File: src/rtl/core/wsfd_pkg.sv
// Shared types and constants of the WebSocket frame decoder.
package wsfd_pkg;

  localparam int unsigned ByteW   = 8;
  localparam int unsigned LenBits = 32;          // widest payload length kept
  localparam int unsigned KeyW    = 32;
  localparam int unsigned CntW    = 3;
  localparam int unsigned KindW   = 2;
  localparam int unsigned OpcW    = 4;
  localparam int unsigned OutDataW = 48;         // 46 field bits padded to bytes

  localparam logic [ByteW-1:0]   RsvMask   = 8'h70;
  localparam logic [6:0]         Len16Code = 7'd126;
  localparam logic [6:0]         Len64Code = 7'd127;
  localparam logic [LenBits-1:0] MaxLenRst = 32'(4 * 1024 * 1024);

  typedef enum logic [KindW-1:0] {
    KindHeader  = 2'd0,
    KindPayload = 2'd1,
    KindError   = 2'd2
  } kind_e;

  typedef enum logic [5:0] {
    PhHdr0    = 6'b000001,
    PhHdr1    = 6'b000010,
    PhExtLen  = 6'b000100,
    PhMask    = 6'b001000,
    PhPayload = 6'b010000,
    PhError   = 6'b100000
  } phase_e;

  typedef struct packed {
    kind_e              kind;
    logic               fin;
    logic [OpcW-1:0]    opcode;
    logic               masked;
    logic [LenBits-1:0] len;
    logic [ByteW-1:0]   pbyte;
    logic               last;
  } res_t;

endpackage

File: src/rtl/core/websocket_frame_decoder.sv
// Top level of the WebSocket frame decoder: header parser, unmasking and output skid.
//
// Usage:
//   s_axis: one stream byte per item in tdata; tuser high resynchronises the
//   parser (partial frame dropped, error cleared, byte ignored, no result).
//   m_axis: at most one result per input item. tuser carries the kind
//   (header, payload byte, error), tlast marks the final result of a frame.
//   cfg: write of the maximum payload length, taken in any cycle.
//   The result of an accepted byte is registered before it reaches m_axis.
//   Throughput is one byte per clock while the skid entry is empty: the parser
//   state updates in the cycle a byte is accepted and the result lands in a
//   registered output stage backed by a one-entry skid buffer.
//   When the receiver stalls, the output holds and the skid entry catches one
//   more result; s_axis_tready_o drops only while the skid entry is full.
//   After a length or RSV error the parser discards bytes until a resync.
//   Reset (rst_ni low, asynchronous) empties both output entries, puts the
//   parser at the first header byte and sets the limit to 4 MiB.
module websocket_frame_decoder
  import wsfd_pkg::*;
(
  input  logic                clk_i,
  input  logic                rst_ni,
  input  logic                s_axis_tvalid_i,
  output logic                s_axis_tready_o,
  input  logic [ByteW-1:0]    s_axis_tdata_i,   // [7:0] stream_byte
  input  logic                s_axis_tuser_i,   // [0] resync
  output logic                m_axis_tvalid_o,
  input  logic                m_axis_tready_i,
  // [0] fin, [4:1] frame_opcode, [5] was_masked, [37:6] payload_length,
  // [45:38] payload_byte, [47:46] zero
  output logic [OutDataW-1:0] m_axis_tdata_o,
  output logic [KindW-1:0]    m_axis_tuser_o,   // [1:0] kind
  output logic                m_axis_tlast_o,   // last_of_frame
  input  logic                cfg_valid_i,
  output logic                cfg_ready_o,
  input  logic [LenBits-1:0]  cfg_data_i
);

  phase_e             phase_q, phase_d;
  logic               fin_q, fin_d;
  logic [OpcW-1:0]    opc_q, opc_d;
  logic               mask_q, mask_d;
  logic [LenBits-1:0] acc_q, acc_d;
  logic               ovf_q, ovf_d;
  logic [LenBits-1:0] rem_q, rem_d;
  logic [KeyW-1:0]    key_q, key_d;
  logic [CntW-1:0]    cnt_q, cnt_d;
  logic [LenBits-1:0] max_q;

  logic               accept;
  logic               len_done;
  logic               res_vld;
  res_t               res;
  logic [ByteW-1:0]   key_byte;
  logic [ByteW-1:0]   b;

  res_t               out_q, skid_q;
  logic               out_vld_q, skid_vld_q;
  logic               pop;

  assign b           = s_axis_tdata_i;
  assign cfg_ready_o = 1'b1;
  assign s_axis_tready_o = !skid_vld_q;
  assign accept      = s_axis_tvalid_i && s_axis_tready_o;

  always_ff @(posedge clk_i or negedge rst_ni) begin
    if (!rst_ni) begin
      max_q <= MaxLenRst;
    end else if (cfg_valid_i) begin
      max_q <= cfg_data_i;
    end
  end

  // mask key byte for the current payload index, most significant first
  always_comb begin
    unique case (cnt_q[1:0])
      2'd0:    key_byte = key_q[31:24];
      2'd1:    key_byte = key_q[23:16];
      2'd2:    key_byte = key_q[15:8];
      default: key_byte = key_q[7:0];
    endcase
  end

  always_comb begin
    phase_d  = phase_q;
    fin_d    = fin_q;
    opc_d    = opc_q;
    mask_d   = mask_q;
    acc_d    = acc_q;
    ovf_d    = ovf_q;
    rem_d    = rem_q;
    key_d    = key_q;
    cnt_d    = cnt_q;
    len_done = 1'b0;
    res_vld  = 1'b0;
    res      = '0;

    if (accept) begin
      if (s_axis_tuser_i) begin
        phase_d = PhHdr0;
        fin_d   = 1'b0;
        opc_d   = '0;
        mask_d  = 1'b0;
        acc_d   = '0;
        ovf_d   = 1'b0;
        rem_d   = '0;
        key_d   = '0;
        cnt_d   = '0;
      end else begin
        unique case (phase_q)
          PhHdr0: begin
            if ((b & RsvMask) != '0) begin
              phase_d    = PhError;
              res_vld    = 1'b1;
              res.kind   = KindError;
              res.last   = 1'b1;
            end else begin
              fin_d   = b[7];
              opc_d   = b[3:0];
              mask_d  = 1'b0;
              key_d   = '0;
              acc_d   = '0;
              ovf_d   = 1'b0;
              rem_d   = '0;
              cnt_d   = '0;
              phase_d = PhHdr1;
            end
          end
          PhHdr1: begin
            mask_d = b[7];
            acc_d  = '0;
            ovf_d  = 1'b0;
            if (b[6:0] == Len16Code) begin
              phase_d = PhExtLen;
              cnt_d   = CntW'(1);
            end else if (b[6:0] == Len64Code) begin
              phase_d = PhExtLen;
              cnt_d   = CntW'(7);
            end else begin
              acc_d    = LenBits'(b[6:0]);
              len_done = 1'b1;
            end
          end
          PhExtLen: begin
            // bits shifted out of the kept width make the frame too long
            ovf_d = ovf_q || (acc_q[LenBits-1 -: ByteW] != '0);
            acc_d = {acc_q[LenBits-ByteW-1:0], b};
            if (cnt_q == '0) begin
              len_done = 1'b1;
            end else begin
              cnt_d = cnt_q - CntW'(1);
            end
          end
          PhMask: begin
            key_d = {key_q[KeyW-ByteW-1:0], b};
            cnt_d = cnt_q + CntW'(1);
            if (cnt_q == CntW'(3)) begin
              cnt_d      = '0;
              res_vld    = 1'b1;
              res.kind   = KindHeader;
              res.fin    = fin_q;
              res.opcode = opc_q;
              res.masked = mask_q;
              res.len    = acc_q;
              res.last   = (rem_q == '0);
              phase_d    = (rem_q == '0) ? PhHdr0 : PhPayload;
            end
          end
          PhPayload: begin
            cnt_d      = {1'b0, cnt_q[1:0] + 2'd1};
            rem_d      = rem_q - LenBits'(1);
            res_vld    = 1'b1;
            res.kind   = KindPayload;
            res.fin    = fin_q;
            res.opcode = opc_q;
            res.masked = mask_q;
            res.len    = acc_q;
            res.pbyte  = b ^ key_byte;
            res.last   = (rem_q == LenBits'(1));
            if (rem_q == LenBits'(1)) begin
              phase_d = PhHdr0;
            end
          end
          PhError: begin
          end
          default: begin
            phase_d = PhHdr0;
          end
        endcase

        if (len_done) begin
          if (ovf_d || (acc_d > max_q)) begin
            phase_d = PhError;
            res_vld = 1'b1;
            res     = '0;
            res.kind = KindError;
            res.last = 1'b1;
          end else begin
            rem_d = acc_d;
            cnt_d = '0;
            if (mask_d) begin
              phase_d = PhMask;
            end else begin
              res_vld    = 1'b1;
              res.kind   = KindHeader;
              res.fin    = fin_d;
              res.opcode = opc_d;
              res.masked = 1'b0;
              res.len    = acc_d;
              res.last   = (acc_d == '0);
              phase_d    = (acc_d == '0) ? PhHdr0 : PhPayload;
            end
          end
        end
      end
    end
  end

  always_ff @(posedge clk_i or negedge rst_ni) begin
    if (!rst_ni) begin
      phase_q <= PhHdr0;
      fin_q   <= 1'b0;
      opc_q   <= '0;
      mask_q  <= 1'b0;
      acc_q   <= '0;
      ovf_q   <= 1'b0;
      rem_q   <= '0;
      key_q   <= '0;
      cnt_q   <= '0;
    end else begin
      phase_q <= phase_d;
      fin_q   <= fin_d;
      opc_q   <= opc_d;
      mask_q  <= mask_d;
      acc_q   <= acc_d;
      ovf_q   <= ovf_d;
      rem_q   <= rem_d;
      key_q   <= key_d;
      cnt_q   <= cnt_d;
    end
  end

  // output register with a one-entry skid behind it
  assign pop = out_vld_q && m_axis_tready_i;

  always_ff @(posedge clk_i or negedge rst_ni) begin
    if (!rst_ni) begin
      out_vld_q  <= 1'b0;
      skid_vld_q <= 1'b0;
    end else if (skid_vld_q) begin
      if (pop) begin
        skid_vld_q <= 1'b0;
      end
    end else if (res_vld) begin
      if (out_vld_q && !pop) begin
        skid_vld_q <= 1'b1;
      end else begin
        out_vld_q <= 1'b1;
      end
    end else if (pop) begin
      out_vld_q <= 1'b0;
    end
  end

  always_ff @(posedge clk_i) begin
    if (skid_vld_q) begin
      if (pop) begin
        out_q <= skid_q;
      end
    end else if (res_vld) begin
      if (out_vld_q && !pop) begin
        skid_q <= res;
      end else begin
        out_q <= res;
      end
    end
  end

  assign m_axis_tvalid_o = out_vld_q;
  assign m_axis_tuser_o  = out_q.kind;
  assign m_axis_tlast_o  = out_q.last;
  assign m_axis_tdata_o  = {2'b00, out_q.pbyte, out_q.len, out_q.masked,
                            out_q.opcode, out_q.fin};

endmodule

File: config.mk
export PLATFORM = sky130hd
export DESIGN_NAME = websocket_frame_decoder
export DESIGN_NICKNAME = d
export VERILOG_FILES = /design/src/rtl/core/wsfd_pkg.sv /design/src/rtl/core/websocket_frame_decoder.sv
export SDC_FILE = /design/constraint.sdc
export NUM_CORES = 1
export LEC_CHECK = 0
export ABC_CLOCK_PERIOD_IN_PS = 10300
export BUFFER_PORTS_ARGS = -buffer_cell sky130_fd_sc_hd__buf_2
export CORE_MARGIN = 4
export CORE_UTILIZATION = 38
export DETAILED_ROUTE_END_ITERATION = 6
export GPL_ROUTABILITY_DRIVEN = 0
export GPL_TIMING_DRIVEN = 0
export PLACE_DENSITY = 0.67
export SYNTH_ARGS = -nofsm -noshare
export SYNTH_HDL_FRONTEND = slang
export SYNTH_SLANG_ARGS = --single-unit
File: constraint.sdc
create_clock -name clk_i -period 10.3 [get_ports clk_i]
set_clock_uncertainty 0.15 [all_clocks]
set_input_delay 0.515 -clock clk_i [delete_from_list [all_inputs] [get_ports clk_i]]
set_output_delay 0.515 -clock clk_i [all_outputs]
set_load 0.01 [all_outputs]
# Word level (Yosys, flattened, before mapping)

Index checks and enable logic that the tools add are counted.

Word-level logic and storage cells: 168
Memory bits (read-only): 0
Register bits after elaboration: 244
Latch bits: 0
Bits in writable memories: 0
Memories kept: 0

Multipliers: 0
Reduce and logical (&&, ||, !) cells: 22
Bitwise gates (word level): 2
Equality and inequality tests: 20
Add/subtract/negate cells: 4
Divide/modulo/power cells: 0
Muxes and demuxes: 93
Shifts and indexed selects: 0
Order comparisons: 1

Operators by type and width:

| operator                                            | count |
|---|---|
| 2-to-1 mux 49 bit                                   | 7 |
| 2-to-1 mux 32 bit                                   | 10 |
| one-hot mux 32 bit (2 select lines)                 | 2 |
| one-hot mux 32 bit (3 select lines)                 | 1 |
| 2-to-1 mux 40 bit                                   | 2 |
| one-hot mux 38 bit (2 select lines)                 | 1 |
| logical NOT 32 bit                                  | 2 |
| 2-to-1 mux 6 bit                                    | 8 |
| 2-to-1 mux 38 bit                                   | 1 |
| 2-to-1 mux 1 bit                                    | 33 |
| == test 32 x 1 -> 1 bit (second input constant)     | 1 |
| > comparator 32 bit                                 | 1 |
| subtractor 32 x 1 -> 32 bit (second input constant) | 1 |
| one-hot mux 6 bit (5 select lines)                  | 1 |
| 2-to-1 mux 3 bit                                    | 8 |
| one-hot mux 8 bit (3 select lines)                  | 1 |
| 2-to-1 mux 8 bit                                    | 2 |
| nonzero test 8 bit                                  | 2 |
| 2-to-1 mux 5 bit                                    | 3 |
| one-hot mux 3 bit (5 select lines)                  | 1 |
| == test 7 bit (second input constant)               | 2 |
| 2-to-1 mux 7 bit                                    | 2 |
| 2-to-1 mux 4 bit                                    | 3 |
| AND reduction 3 bit                                 | 4 |
| other kinds (33)                                    | 43 |

# Depth between registers and ports, before layout

Word-level depth: 15
Gate-level depth with buffers: 20
Depth with buffers taken out: 14

# Worst setup path after synthesis

OpenSTA, ideal clock, no wires.

Kind: register to register
From: reg phase_q[3]
To: reg skid_q[0] (netlist name), enable pin
Library setup time: 516 ps
Cell stages (with the launch flop): 16
Required time: 9,634 ps
Arrival: 6,563 ps
Path buffers: 3
Setup slack: 3,071 ps
Period minus slack after synthesis: 7,229 ps
Cell sequence: dfrtp_1 buf_2 or4_4 nor3_2 or2_1 buf_2 buf_2 a22o_1 ha_1 nand4_1 nor4_1 inv_1 a31oi_1 o31a_1 o31ai_1 nor3_1

Longest elaborated chain between the ends: 11

Ends and longest elaborated chain:

| what                                                 | RTL line                       | RTL |
|---|---|---|
| start: declaration                                   | websocket_frame_decoder.sv:39  | `phase_e phase_q, phase_d;` |
| start signal: assignment                             | websocket_frame_decoder.sv:221 | `phase_q <= PhHdr0;` |
| start signal: assignment                             | websocket_frame_decoder.sv:231 | `phase_q <= phase_d;` |
| == test 6 x 3 -> 1 bit, or another cell as far along | websocket_frame_decoder.sv:110 | `unique case (phase_q)` |
| one-hot mux 32 bit (3 select lines)                  | websocket_frame_decoder.sv:110 |  |
| 2-to-1 mux 32 bit                                    | websocket_frame_decoder.sv:99  | `if (s_axis_tuser_i) begin` |
| 2-to-1 mux 32 bit                                    | websocket_frame_decoder.sv:98  | `if (accept) begin` |
| > comparator 32 bit                                  | websocket_frame_decoder.sv:192 | `if (ovf_d \|\| (acc_d > max_q)) begin` |
| logical OR 1 bit                                     | websocket_frame_decoder.sv:192 |  |
| 2-to-1 mux 1 bit                                     | websocket_frame_decoder.sv:192 |  |
| 2-to-1 mux 1 bit *                                   | websocket_frame_decoder.sv:191 | `if (len_done) begin` |
| 2-to-1 mux 1 bit *                                   | websocket_frame_decoder.sv:99  |  |
| 2-to-1 mux 1 bit *                                   | websocket_frame_decoder.sv:98  |  |
| AND reduction 3 bit (no source line) *               | --                             |  |
| end signal: assignment                               | websocket_frame_decoder.sv:272 | `skid_q <= res;` |
| end: declaration                                     | websocket_frame_decoder.sv:57  | `res_t out_q, skid_q;` |

Every way passes the cells marked *; elsewhere a longest branch is shown, timed or not. The select of a mux whose other input is x is not followed.
A chain may end at the register's enable or synchronous reset.

# Final worst setup path

From: reg phase_q[0]
To: reg skid_q[20] (netlist name), enable pin

The elaborated chain is that of the path after synthesis.

==> metrics <==
final setup fails 0; CP Class reg2reg; Synth Instances roughly 1300; Synth cell types 71; final WL 37.64 mm; Via Count approximately 11000; xor and xnor area share after synthesis 0.006191; Final min period between 6 and 7 ns; FF+latch count, synth approximately 240; max-slew violations 0; CTS tree yes; clock root buffer clkbuf_16; clk buf depth 3; Area Growth Syn to Fin 16.56%; yosys synthesis warning count 0; final hold slack roughly 0.02 ns; Pre-Repair DR Iteration Count 6; GRT Overall Usage 0.2015; fin crit share 0.6218; antenna violations before repair 0; Site Rows 66; number of global-route vias before repair roughly 10000; Compound-Gate Fraction of Synth Area 0.2398; core box area roughly 33000 sq um; Adder-Cell Fraction of Synth Area 0.03833; PnR Total Power about 2700 uW; fillers 3101; status complete, no violations; largest family of logic cells by synthesized area compound AO/OA/AOI/OAI gates; Die Height around 190 microns; ANT nets after route 0; grt ovf 0; Worst VDD drop around 0.13 mV; DRT iter0 DRCs approximately 1000; Initial Util 0.3884; ys flop type dfrtp_1; RSZ-0062 raised after global routing false; EDFF count, synth 98; crit path max fanout 14; number of H-tree levels 1; Crit. End Element flop; Core Util, Final 0.4527; largest net degree at the start of global routing 92; Lkg Pwr about 0.0065 uW; share of post-route cells with drive strength above 1 0.1392; Routed WL per cell slightly above 20 microns; synthesized area about 13000 sq um; Post-Synth Simple-Gate Area 0.1423; Least-Margin Pin Slew roughly 1.3 ns; clk_lat worst skew about 0.56 ns; sequential fraction of the synthesis area 0.5183; post-synthesis mux area share 0.004815; clock-pin slew on the worst setup and hold paths roughly 0.060 ns; total CTS buffers 28; CP arrival 6.56 ns; worst path required time around 10 ns; ANT cells 0; crit path launch type flop; PD cells about 180 nW/um^2; Max-cap violations 0; area of the die roughly 36000 sq um; DP HPWL roughly 27 mm; Async SR Flop Fraction 0.5984; Min-Delay Path Class in2reg; Remaining DRCs 0; via density per instance approximately 5.9; PortBufs 92; DIE WIDTH between 150 and 200 microns; first-pass GRT wire length 58.59 mm; Fmax 0.1561 GHz; Worst slew margin 0.1349; syn avg cell area just over 10 sq um; TNS Setup 0 ns; clk sinks between 200 and 250; io pins 100; final hold viol count 0; nets approximately 1500
[worst paths after layout]
check                                         endpoint  slack (ns)  cells past startpoint                         from
worst max-delay path              skid_q[20]$_DFFE_PP_        3.90                     17       phase_q[0]$_DFFE_PN1P_
worst min-delay path             max_q[24]$_DFFE_PN0P_        0.02                      3               cfg_data_i[24]
worst max register to register    skid_q[20]$_DFFE_PP_        3.90                     17       phase_q[0]$_DFFE_PN1P_
worst min register to register    skid_vld_q$_DFF_PN0_        0.35                      1  m_axis_tvalid_o$_DFFE_PN0P_
max in group asynchronous       phase_q[0]$_DFFE_PN1P_        8.67                      3                       rst_ni
min in group asynchronous         max_q[4]$_DFFE_PN0P_        0.50                      2                       rst_ni
[metal layers]
layer | share of wire | routed length (microns) | vias up | global-route usage
li1 | - | - | 4981 | -
met1 | 0.43 | 16060 | 5221 | 0.2871
met2 | 0.43 | 16100 | 613 | 0.3013
met3 | 0.11 | 3986 | 120 | 0.04255
met4 | 0.040 | 1490 | 0 | 0.07928
met5 | 0 | 0 | - | 0
[cell usage after synthesis, drive strengths merged (8+ instances only)]
cell      n  area (sq um)
ha       39         488.0
nor4     19         125.1
edfxtp   98          2943
nor2     61         236.5
xnor2     8         70.07
buf      30         175.2
a22o     86         753.2
nor3     22         126.4
inv      58         217.7
o31ai     8         60.06
o21ai   152         760.7
nand3     8         40.04
a22oi    13         97.59
a21oi    63         315.3
nand2   155         581.8
a221oi   14         122.6
or4       9         82.58
a31oi    11         68.82
clkbuf   64         240.2
a221o    10         100.1
nor4b    17         148.9
a21o     38         285.3
a211oi    8         65.06
dfrtp   144          3603
nand4    15         93.84
and2     12         75.07
a222oi    8         80.08
[cell usage in the layout (no fill, tap or decap), types with 10 or more instances in the layout]
cell type  count
and2_1        12
clkbuf_1      65
edfxtp_1      98
nor4_1        18
nor2_1        60
buf_2        111
o21ai_1       12
clkbuf_16     28
nand4_1       15
a22o_1        86
a221o_1       10
ha_1          39
a21o_1        38
inv_1         58
dfrtp_1      144
a21oi_1       63
o21ai_0      140
a221oi_1      14
nor3_1        19
a22oi_1       13
nand2_1      155
a31oi_1       11
nor4b_1       17
[stage by stage]
stage          area, sq um  setup slack [ns]  cells
2_1_floorplan        12740             3.071   1264
3_3_place_gp         13750            0.2839   1798
3_5_place_dp         13860             4.221   1804
4_1_cts              14840             4.144   1857
5_1_grt              14840             3.506   1857
6_report             14840             3.896   1857
[layout make-up]
cell class	instances	area, sq um	area share
well taps	442	553.0	0.03726
flip-flops and latches	244	6599	0.4447
inverters	58	217.7	0.01467
repair buffers	99	561.8	0.03786
plain buffers	94	415.4	0.02799
multi-input cells	868	5527	0.3724
clock buffers	32	745.7	0.05025
clock inverters	20	221.5	0.01492
[report_power, final]
part	switching [uW]	internal, uW	total, uW	leakage [uW]
logic	394	172	566	0.00312
clock network	420	601	1020	0.000466
registers	30.3	1110	1140	0.00289
total	844	1890	2730	0.00647
[sequential cells by signal, indices dropped and copies added, names as in the netlist]
| register | cells |
|---|---|
| key_q | 32 |
| max_q | 32 |
| skid_vld_q | 1 |
| phase_q | 6 |
| skid_q | 49 |
| m_axis_tdata_o | 46 |
| fin_q | 1 |
| ovf_q | 1 |
| m_axis_tvalid_o | 1 |
| m_axis_tlast_o | 1 |
| m_axis_tuser_o | 2 |
| mask_q | 1 |
| rem_q | 32 |
| opc_q | 4 |
| cnt_q | 3 |
| acc_q | 32 |
[logic make-up after synthesis]
group                      after synthesis
AOI/OAI and AO/OA                      450
xor gates and xnor gates                 9
adders and majority gates               39
buffers and inverters                  152
DFF                                    244
muxes                                    6
other                                    2
and+or+nand+nor                        361
[timing repair]
item / CTS / global route
gates resized for setup: 0 / 0
setup buffers: 0 / 0
hold endpoints to repair: 89 / 0
hold buffers: 1 / 0
[critical path: stages, from the launching register on]
cell	delay, ns
dfstp_2	0.51
buf_2	0.21
xor2_1	0.21
o211ai_1	0.22
buf_2	0.26
buf_2	0.21
a221oi_1	1.02
inv_1	0.11
ha_1	0.36
nand4_1	0.21
nor4_1	0.72
a41oi_1	0.23
o31a_1	0.20
o31ai_1	0.74
nor3_2	0.17
buf_4	0.24
buf_6	0.16
buf_4	0.20
Note: power is estimated with default switching activity, not from simulation.
